## src/rtl/lcb_pkg.sv

```systemverilog
// ----------------------------------------------------------------------------
// lcb_pkg: shared types and constants for the bisection line clipper
// Coordinate width, lane count, channel structs and register indexes.
// ----------------------------------------------------------------------------
package lcb_pkg;

	localparam int MaxCoords = 4;
	localparam int CoordBits = 16;

	typedef enum logic [2:0] {
		REG_X_MIN  = 3'd0,
		REG_X_MAX  = 3'd1,
		REG_Y_MIN  = 3'd2,
		REG_Y_MAX  = 3'd3,
		REG_NCOORD = 3'd4
	} reg_idx_t;

	typedef struct packed {
		logic               func;
		logic signed [15:0] first_c0;
		logic signed [15:0] first_c1;
		logic signed [15:0] first_c2;
		logic signed [15:0] first_c3;
		logic signed [15:0] second_c0;
		logic signed [15:0] second_c1;
		logic signed [15:0] second_c2;
		logic signed [15:0] second_c3;
	} in_item_t;

	typedef struct packed {
		logic               visible;
		logic               first_moved;
		logic signed [15:0] out_first_c0;
		logic signed [15:0] out_first_c1;
		logic signed [15:0] out_first_c2;
		logic signed [15:0] out_first_c3;
		logic signed [15:0] out_second_c0;
		logic signed [15:0] out_second_c1;
		logic signed [15:0] out_second_c2;
		logic signed [15:0] out_second_c3;
	} out_item_t;

	// per-step control from the sequencer to every lane
	typedef struct packed {
		logic load;    // take endpoints
		logic init;    // l <= lo, r <= hi, m <= start
		logic step;    // m <= floor((l+r)/2)
		logic go_l;    // l <= m
		logic go_r;    // r <= m
		logic wr_mn;   // low end <= m
		logic wr_mx;   // high end <= m
		logic start_hi; // start at high end
	} lane_ctl_t;

endpackage

```

## src/rtl/lcb_lane.sv

```systemverilog
// ----------------------------------------------------------------------------
// lcb_lane: one coordinate lane
// Holds both endpoints and the bisection interval for one coordinate and
// averages them with its own adder; all lanes step together on one control.
// ----------------------------------------------------------------------------
module lcb_lane #(
	parameter int W = lcb_pkg::CoordBits
) (
	input  logic                 clk,
	input  lcb_pkg::lane_ctl_t   ctl,
	input  logic signed [W-1:0]  a_in,    // low end on load
	input  logic signed [W-1:0]  b_in,    // high end on load
	output logic signed [W-1:0]  mn,
	output logic signed [W-1:0]  mx,
	output logic signed [W-1:0]  mid
);
	import lcb_pkg::*;

	logic signed [W-1:0] mn_q, mx_q, l_q, r_q, m_q;
	logic signed [W:0]   sum;

	assign sum = {l_q[W-1], l_q} + {r_q[W-1], r_q};

	always_ff @(posedge clk) begin
		if (ctl.load) begin
			mn_q <= a_in;
			mx_q <= b_in;
		end else begin
			if (ctl.wr_mn) mn_q <= m_q;
			if (ctl.wr_mx) mx_q <= m_q;
		end
		if (ctl.init) begin
			l_q <= mn_q;
			r_q <= mx_q;
			m_q <= ctl.start_hi ? mx_q : mn_q;
		end else begin
			if (ctl.step) m_q <= sum[W:1];
			if (ctl.go_l) l_q <= m_q;
			if (ctl.go_r) r_q <= m_q;
		end
	end

	assign mn  = mn_q;
	assign mx  = mx_q;
	assign mid = m_q;

endmodule

```

## src/rtl/lcb_seq.sv

```systemverilog
// ----------------------------------------------------------------------------
// lcb_seq: clip sequencer
// Latches the end order, checks rejection, runs the low-end and high-end
// bisections over the lane row and flags the result valid, visible and moved.
// ----------------------------------------------------------------------------
module lcb_seq #(
	parameter int W = lcb_pkg::CoordBits
) (
	input  logic                clk,
	input  logic                arst_n,
	input  logic                start,
	input  logic                swap,
	input  logic signed [W-1:0] bmin,
	input  logic signed [W-1:0] bmax,
	input  logic signed [W-1:0] ax_mn,
	input  logic signed [W-1:0] ax_mx,
	input  logic signed [W-1:0] ax_mid,
	input  logic                res_take,
	output lcb_pkg::lane_ctl_t  ctl,
	output logic                busy,
	output logic                res_valid,
	output logic                vis,
	output logic                moved
);
	import lcb_pkg::*;

	localparam int StepCap = W + 2;
	localparam int CntW = $clog2(StepCap + 1);

	typedef enum logic [2:0] {
		IDLE, CHECK, INIT, STEP, TEST, DONE
	} state_t;

	state_t          state_q;
	logic            hi_q, swap_q, vis_q, moved_q;
	logic [CntW-1:0] cnt_q;
	logic signed [W-1:0] bnd;

	assign bnd = hi_q ? bmax : bmin;

	always_comb begin
		ctl = '0;
		ctl.load = start;
		ctl.start_hi = hi_q;
		unique case (state_q)
			INIT: ctl.init = 1'b1;
			STEP: ctl.step = 1'b1;
			TEST: begin
				if (ax_mid == bnd || cnt_q == CntW'(StepCap)) begin
					ctl.wr_mn = !hi_q;
					ctl.wr_mx = hi_q;
				end else if (ax_mid < bnd) begin
					ctl.go_l = 1'b1;
				end else begin
					ctl.go_r = 1'b1;
				end
			end
			default: ;
		endcase
	end

	always_ff @(posedge clk or negedge arst_n) begin
		if (!arst_n) begin
			state_q <= IDLE;
			hi_q    <= 1'b0;
			swap_q  <= 1'b0;
			vis_q   <= 1'b0;
			moved_q <= 1'b0;
			cnt_q   <= '0;
		end else begin
			unique case (state_q)
				IDLE: if (start) begin
					state_q <= CHECK;
					swap_q  <= swap;
					moved_q <= 1'b0;
				end
				CHECK: begin
					if (bmin > bmax || ax_mn >= bmax || ax_mx <= bmin) begin
						vis_q   <= 1'b0;
						state_q <= DONE;
					end else begin
						vis_q <= 1'b1;
						if (ax_mn <= bmin) begin
							hi_q <= 1'b0;
							moved_q <= !swap_q;
							state_q <= INIT;
						end else if (ax_mx >= bmax) begin
							hi_q <= 1'b1;
							moved_q <= swap_q;
							state_q <= INIT;
						end else begin
							state_q <= DONE;
						end
					end
				end
				INIT: begin
					cnt_q <= '0;
					// start point already on bound: write back unchanged
					state_q <= TEST;
				end
				STEP: begin
					cnt_q <= cnt_q + 1'b1;
					state_q <= TEST;
				end
				TEST: begin
					if (ax_mid == bnd || cnt_q == CntW'(StepCap)) begin
						if (!hi_q && ax_mx >= bmax) begin
							hi_q <= 1'b1;
							if (swap_q) moved_q <= 1'b1;
							state_q <= INIT;
						end else begin
							state_q <= DONE;
						end
					end else begin
						state_q <= STEP;
					end
				end
				DONE: if (res_take) state_q <= IDLE;
				default: state_q <= IDLE;
			endcase
		end
	end

	assign busy      = state_q != IDLE;
	assign res_valid = state_q == DONE;
	assign vis       = vis_q;
	assign moved     = moved_q;

endmodule

```

## src/rtl/line_clip_bisection.sv

```systemverilog
// ----------------------------------------------------------------------------
// line_clip_bisection: midpoint-subdivision clipper on one axis
//
//   channel  direction  handshake            payload
//   in       input      in_valid/in_ready    in_item_t
//   out      output     out_valid/out_ready  out_item_t
//   cfg      input      cfg_valid/cfg_ready  cfg_index, cfg_data
//
// One transaction in flight. Each clipped bound runs INIT, then TEST and STEP in
// turn until the midpoint hits the bound or the step cap; a transaction also
// passes accept, check and result. Each loop step is one average-and-compare
// in the lane row. Reset clears control and loads bound defaults.
// The result is held in the lanes until out_ready; input waits meanwhile.
// ----------------------------------------------------------------------------
module line_clip_bisection (
	input  logic               clk,
	input  logic               arst_n,
	input  logic               in_valid,
	output logic               in_ready,
	input  lcb_pkg::in_item_t  in_data,
	output logic               out_valid,
	input  logic               out_ready,
	output lcb_pkg::out_item_t out_data,
	input  logic               cfg_valid,
	output logic               cfg_ready,
	input  logic [2:0]         cfg_index,
	input  logic [31:0]        cfg_data
);
	import lcb_pkg::*;

	localparam int MAX_COORDS = MaxCoords;
	localparam int W = CoordBits;
	localparam int NW = $clog2(MAX_COORDS + 1);

	logic signed [W-1:0] x_min_q, x_max_q, y_min_q, y_max_q;
	logic [2:0]          ncoord_q;
	logic                func_q;
	logic [NW-1:0]       n_eff;

	logic signed [W-1:0] v1 [MAX_COORDS];
	logic signed [W-1:0] v2 [MAX_COORDS];
	logic signed [W-1:0] a_in [MAX_COORDS];
	logic signed [W-1:0] b_in [MAX_COORDS];
	logic signed [W-1:0] mn [MAX_COORDS];
	logic signed [W-1:0] mx [MAX_COORDS];
	logic signed [W-1:0] mid [MAX_COORDS];

	lane_ctl_t ctl;
	logic      start, swap, busy, vis, moved, swap_q;
	logic signed [W-1:0] bmin, bmax;

	assign cfg_ready = 1'b1;
	assign in_ready  = !busy;
	assign start     = in_valid && in_ready;

	always_ff @(posedge clk or negedge arst_n) begin
		if (!arst_n) begin
			x_min_q  <= '0;
			x_max_q  <= W'(1023);
			y_min_q  <= '0;
			y_max_q  <= W'(1023);
			ncoord_q <= 3'd4;
			func_q   <= 1'b0;
			swap_q   <= 1'b0;
		end else begin
			if (cfg_valid) begin
				unique case (cfg_index)
					REG_X_MIN:  x_min_q  <= cfg_data[W-1:0];
					REG_X_MAX:  x_max_q  <= cfg_data[W-1:0];
					REG_Y_MIN:  y_min_q  <= cfg_data[W-1:0];
					REG_Y_MAX:  y_max_q  <= cfg_data[W-1:0];
					REG_NCOORD: ncoord_q <= cfg_data[2:0];
					default: ;
				endcase
			end
			if (start) begin
				func_q <= in_data.func;
				swap_q <= swap;
			end
		end
	end

	always_comb begin
		if (ncoord_q < 3'd2) n_eff = NW'(2);
		else if (32'(ncoord_q) > MAX_COORDS) n_eff = NW'(MAX_COORDS);
		else n_eff = NW'(ncoord_q);
	end

	assign v1[0] = in_data.first_c0;
	assign v1[1] = in_data.first_c1;
	assign v1[2] = n_eff > NW'(2) ? in_data.first_c2 : '0;
	assign v1[3] = n_eff > NW'(3) ? in_data.first_c3 : '0;
	assign v2[0] = in_data.second_c0;
	assign v2[1] = in_data.second_c1;
	assign v2[2] = n_eff > NW'(2) ? in_data.second_c2 : '0;
	assign v2[3] = n_eff > NW'(3) ? in_data.second_c3 : '0;

	assign swap = in_data.func ? !(v1[1] < v2[1]) : !(v1[0] < v2[0]);
	assign bmin = func_q ? y_min_q : x_min_q;
	assign bmax = func_q ? y_max_q : x_max_q;

	for (genvar g = 0; g < MAX_COORDS; g++) begin : g_lane
		assign a_in[g] = swap ? v2[g] : v1[g];
		assign b_in[g] = swap ? v1[g] : v2[g];
		lcb_lane #(.W(W)) u_lane (
			.clk (clk),
			.ctl (ctl),
			.a_in(a_in[g]),
			.b_in(b_in[g]),
			.mn  (mn[g]),
			.mx  (mx[g]),
			.mid (mid[g])
		);
	end

	lcb_seq #(.W(W)) u_seq (
		.clk      (clk),
		.arst_n   (arst_n),
		.start    (start),
		.swap     (swap),
		.bmin     (bmin),
		.bmax     (bmax),
		.ax_mn    (func_q ? mn[1] : mn[0]),
		.ax_mx    (func_q ? mx[1] : mx[0]),
		.ax_mid   (func_q ? mid[1] : mid[0]),
		.res_take (out_ready),
		.ctl      (ctl),
		.busy     (busy),
		.res_valid(out_valid),
		.vis      (vis),
		.moved    (moved)
	);

	always_comb begin
		out_data = '0;
		if (vis) begin
			out_data.visible       = 1'b1;
			out_data.first_moved   = moved;
			out_data.out_first_c0  = swap_q ? mx[0] : mn[0];
			out_data.out_first_c1  = swap_q ? mx[1] : mn[1];
			out_data.out_first_c2  = swap_q ? mx[2] : mn[2];
			out_data.out_first_c3  = swap_q ? mx[3] : mn[3];
			out_data.out_second_c0 = swap_q ? mn[0] : mx[0];
			out_data.out_second_c1 = swap_q ? mn[1] : mx[1];
			out_data.out_second_c2 = swap_q ? mn[2] : mx[2];
			out_data.out_second_c3 = swap_q ? mn[3] : mx[3];
		end
	end

	a_no_accept_busy: assert property (@(posedge clk) disable iff (!arst_n)
		out_valid |-> !in_ready) else $error("input taken while result pending");
	a_moved_vis: assert property (@(posedge clk) disable iff (!arst_n)
		out_valid && !out_data.visible |-> !out_data.first_moved)
		else $error("moved on rejected segment");
	a_done_idle: assert property (@(posedge clk) disable iff (!arst_n)
		out_valid && out_ready |=> in_ready) else $error("not idle after result");

endmodule
```

## config.mk

```make
export PLATFORM = sky130hd
export DESIGN_NAME = line_clip_bisection
export DESIGN_NICKNAME = d
export VERILOG_FILES = /design/src/rtl/lcb_pkg.sv /design/src/rtl/lcb_lane.sv /design/src/rtl/lcb_seq.sv /design/src/rtl/line_clip_bisection.sv
export SDC_FILE = /design/constraint.sdc
export NUM_CORES = 1
export LEC_CHECK = 0
export BUFFER_PORTS_ARGS = -buffer_cell sky130_fd_sc_hd__clkbuf_2
export CORE_ASPECT_RATIO = 0.7
export CORE_MARGIN = 4
export CORE_UTILIZATION = 55
export DETAILED_ROUTE_END_ITERATION = 10
export GPL_TIMING_DRIVEN = 0
export PLACE_DENSITY = 0.76
export SETUP_SLACK_MARGIN = 0.02
export SYNTH_ARGS = -nofsm -noshare
export SYNTH_HDL_FRONTEND = slang
export SYNTH_SLANG_ARGS = --single-unit
```

## constraint.sdc

```tcl
create_clock -name clk -period 12.05 [get_ports clk]
set_input_delay 0.6025 -clock clk [delete_from_list [all_inputs] [get_ports clk]]
set_output_delay 0.6025 -clock clk [all_outputs]
set_load 0.005 [all_outputs]
```

==> impl_metrics.toml <==
[power]
switching_share_pct = 44.7
p_switching_w = 0.00370
internal_power_w = 0.00457
clock_power_share_pct = 16.3
combPwrFrac_pct = 53.0
pwr-share-seq_pct = 30.6
p_leak_nw = 12.7
peakVddDrop_mv = 0.127
powerDensity_nw_per_um2 = 268

[yosys]
yosysUniqueCellTypes = 70
async_reset_ff_share_pct = 20.0
ys.flop_type = "edfxtp_1"
yosys-top-cells-count = "nand2_1, edfxtp_1, nor2_1, ha_1, mux2i_1"
synth_warnings = 0
seq_area_frac_synth_pct = 43.2
mappedNetlistArea_um2 = 27000
synth_fp_nets = 3163
postSynthAreaPerCell_um2 = 9.62
synth-edff-count = 320
yosys-top-cells-area = "edfxtp_1, ha_1, nand2_1, mux2i_1, mux2_2"
synth_largest_area_cell = "edfxtp_1"
synth_top_area_share_pct = 35.6
synth_seq_cells = 400
syn_inst = 2802
yosysMostFrequentCell = "nand2_1"

[critical_path]
end_kind = "flip-flop"
crit_arrival_ns = 6.84
cp-start-kind = "flip-flop"
cp.required_ns = 12.51
cp_max_fo = 10
critPathKind = "reg -> reg"

[die]
die-area_um2 = 52700
die_width_um = 273
io_pins = 302
die_h_um = 193
core_area_um2 = 48100
num_rows = 67
initial_utilization_pct = 56.0

[placement]
dp.cells = 3752
hpwl_um = 82700
port_buffers = 284
place_congestion = 1.01

[global_routing]
grt.busiest_layer = "met1"
grt_pass1_wl_um = 155000
grt_pass1_vias = 24498
overflow = 0
grt_use_met1_pct = 57.6
track_usage_pct = 38.9
use_met2_pct = 54.3
grtUsageMet3_pct = 12.7
grt_max_degree = 71
antenna_found_initial = 2

[finish]
fin_nets = 3503
drive_gt1_share_pct = 17.3
fin_cells = 3825
antenna_cells = 0
area_delta_synth_final_pct = 14.5
n_fill_cell = 3955

[sta]
drv_slew = 0
max_freq_ghz = 0.157
worst_slew_pin_slew_ns = 1.34
timing.hold.ws_ns = 0.318
timing.slew.headroom_pct = 10.0
fin_crit_sh_pct = 52.9
finalHoldViolCount = 0
setup_violations = 0
fin_skew_ns = 0.0263
rsz0062_at_grt = "false"
period_needed_ns = 6.38

[routing]
antenna_left = 0
drt-pass1-iter-count = 9
wl_um = 106000
drc = 0
drt_iter0_markers = 3799
wl_per_cell_um = 27.7
vias = 25374
via_per_inst = 6.63

[clock_tree]
clock-sinks = 400
clk_latency_ns = 0.58
cts.clk_slew.worst_paths_ns = 0.06
post-cts-setup-buffer-count = 0
cts_buffers = 42
cts_tree = "done"
clockBufferDepth = 3
cts_resized = 0
htree_num_levels = 2
root_buffer = "clkbuf_16"

[flow_run]
drv_cap = 0

[min_path]
worstHoldPathType = "in -> reg"

[run_status]
outcome = "complete, no violations"
[final timing paths]
kind / from / endpoint / slack [ns] / cells past startpoint
setup / recovery: func_q / u_seq.moved / 5.67 / 13
hold / removal: cfg_data[15] / y_min_q[15] / 0.32 / 2
setup reg to reg: func_q / u_seq.moved / 5.67 / 13
hold reg to reg: x_min_q[5] / x_min_q[5] / 0.50 / 1
max in group asynchronous: arst_n / x_max_q[8] / 10.96 / 3
min in group asynchronous: arst_n / u_seq.moved / 0.43 / 2
[sequential cells by signal (all words and copies together), names as in the netlist, 3 cells and up]
| name | count |
|---|---|
| u_seq.cnt_q | 5 |
| y_min_q | 16 |
| g_lane.u_lane.r_q | 64 |
| g_lane.u_lane.mx | 64 |
| x_min_q | 16 |
| x_max_q | 16 |
| g_lane.u_lane.mn | 64 |
| y_max_q | 16 |
| ncoord_q | 3 |
| g_lane.u_lane.mid | 64 |
| g_lane.u_lane.l_q | 64 |
| u_seq.state_q | 3 |
[cells by family (layout without fill, tap and decap cells)]
| group | count (synthesis) | in the layout | share of synthesized area (%) |
|---|---|---|---|
| compound gates | 546 | 546 | 13.7 |
| simple gates | 1038 | 1038 | 16.5 |
| mux | 323 | 323 | 12.6 |
| xor+xnor | 37 | 37 | 1.20 |
| fa+ha+maj | 192 | 192 | 9.02 |
| other cells | 1 | 1 | 0.0139 |
| buf+inv | 265 | 633 | 3.76 |
| flops | 400 | 400 | 43.2 |
[worst max-delay path, cell delays in order (launching register included)]
cell	delay [ns]
dfrtp_1	0.32
clkbuf_1	0.46
clkbuf_1	0.82
clkbuf_1	0.58
mux2_2	0.44
ha_1	0.30
nand3_1	0.18
nor3_1	0.43
a21boi_0	0.68
o21bai_1	0.17
a31oi_1	0.81
o2111ai_1	0.38
a211oi_2	0.33
mux2_1	0.34
[power by group through the flow]
stage	logic [W]	registers [W]	clock network, W
global placement	0.00401	0.00260	0
detailed placement	0.00420	0.00252	0
CTS	0.00423	0.00250	0.00134
global route	0.00471	0.00255	0.00140
floorplan	0.00283	0.00241	0
finish	0.00438	0.00253	0.00135
[layout make-up]
type / count / area, um2 / area share [%]
multi-input cells: 2137 / 14400 / 46.5
flip-flops and latches: 400 / 11600 / 37.7
repair buffers: 296 / 1660 / 5.37
clock buffers: 57 / 1180 / 3.84
well taps: 655 / 820 / 2.66
plain buffers: 167 / 647 / 2.10
inverters: 98 / 369 / 1.20
clock inverters: 15 / 194 / 0.628
[repair_timing]
action	4_1_cts	5_1_grt
hold buffers	1	0
endpoints found under the setup margin	0	0
hold endpoints to repair	10	0
[routing by layer]
| metal | vias to the layer above | routed length [um] | share of wire (%) |
|---|---|---|---|
| li1 | 10876 | - | - |
| met1 | 12343 | 43400 | 41 |
| met2 | 1911 | 42700 | 40 |
| met3 | 240 | 16100 | 15 |
| met4 | 4 | 3550 | 3.4 |
| met5 | - | 27 | 0.026 |
[per-stage QoR]
step / setup WS (ns) / total power (W) / TNS, ns / util, % / instance area (um2)
6_report: 5.67 / 0.00827 / 0 / 64.1 / 30900
3_5_place_dp: 6.07 / 0.00672 / 0 / 61.2 / 29500
4_1_cts: 6.05 / 0.00808 / 0 / 64.1 / 30900
3_3_place_gp: -1.32 / 0.00661 / -232.17 / 60.7 / 29200
5_1_grt: 5.54 / 0.00866 / 0 / 64.1 / 30900
2_1_floorplan: 3.66 / 0.00523 / 0 / - / 27000
[layout by cell type, fill, tap and decap left out, types with 44 or more instances in the layout]
cell type,netlist,final
a211oi_1,85,85
nand2_1,506,506
nand4_1,84,84
a21oi_1,106,106
edfxtp_1,320,320
nor2_1,302,302
a21boi_0,71,71
dfrtp_1,59,59
clkbuf_1,125,134
o211ai_1,77,77
ha_1,188,188
inv_1,97,97
clkbuf_16,0,44
clkbuf_2,0,283
mux2_2,136,136
o21ai_0,80,78
mux2i_1,186,186
Power figures use the tool's default switching activity.
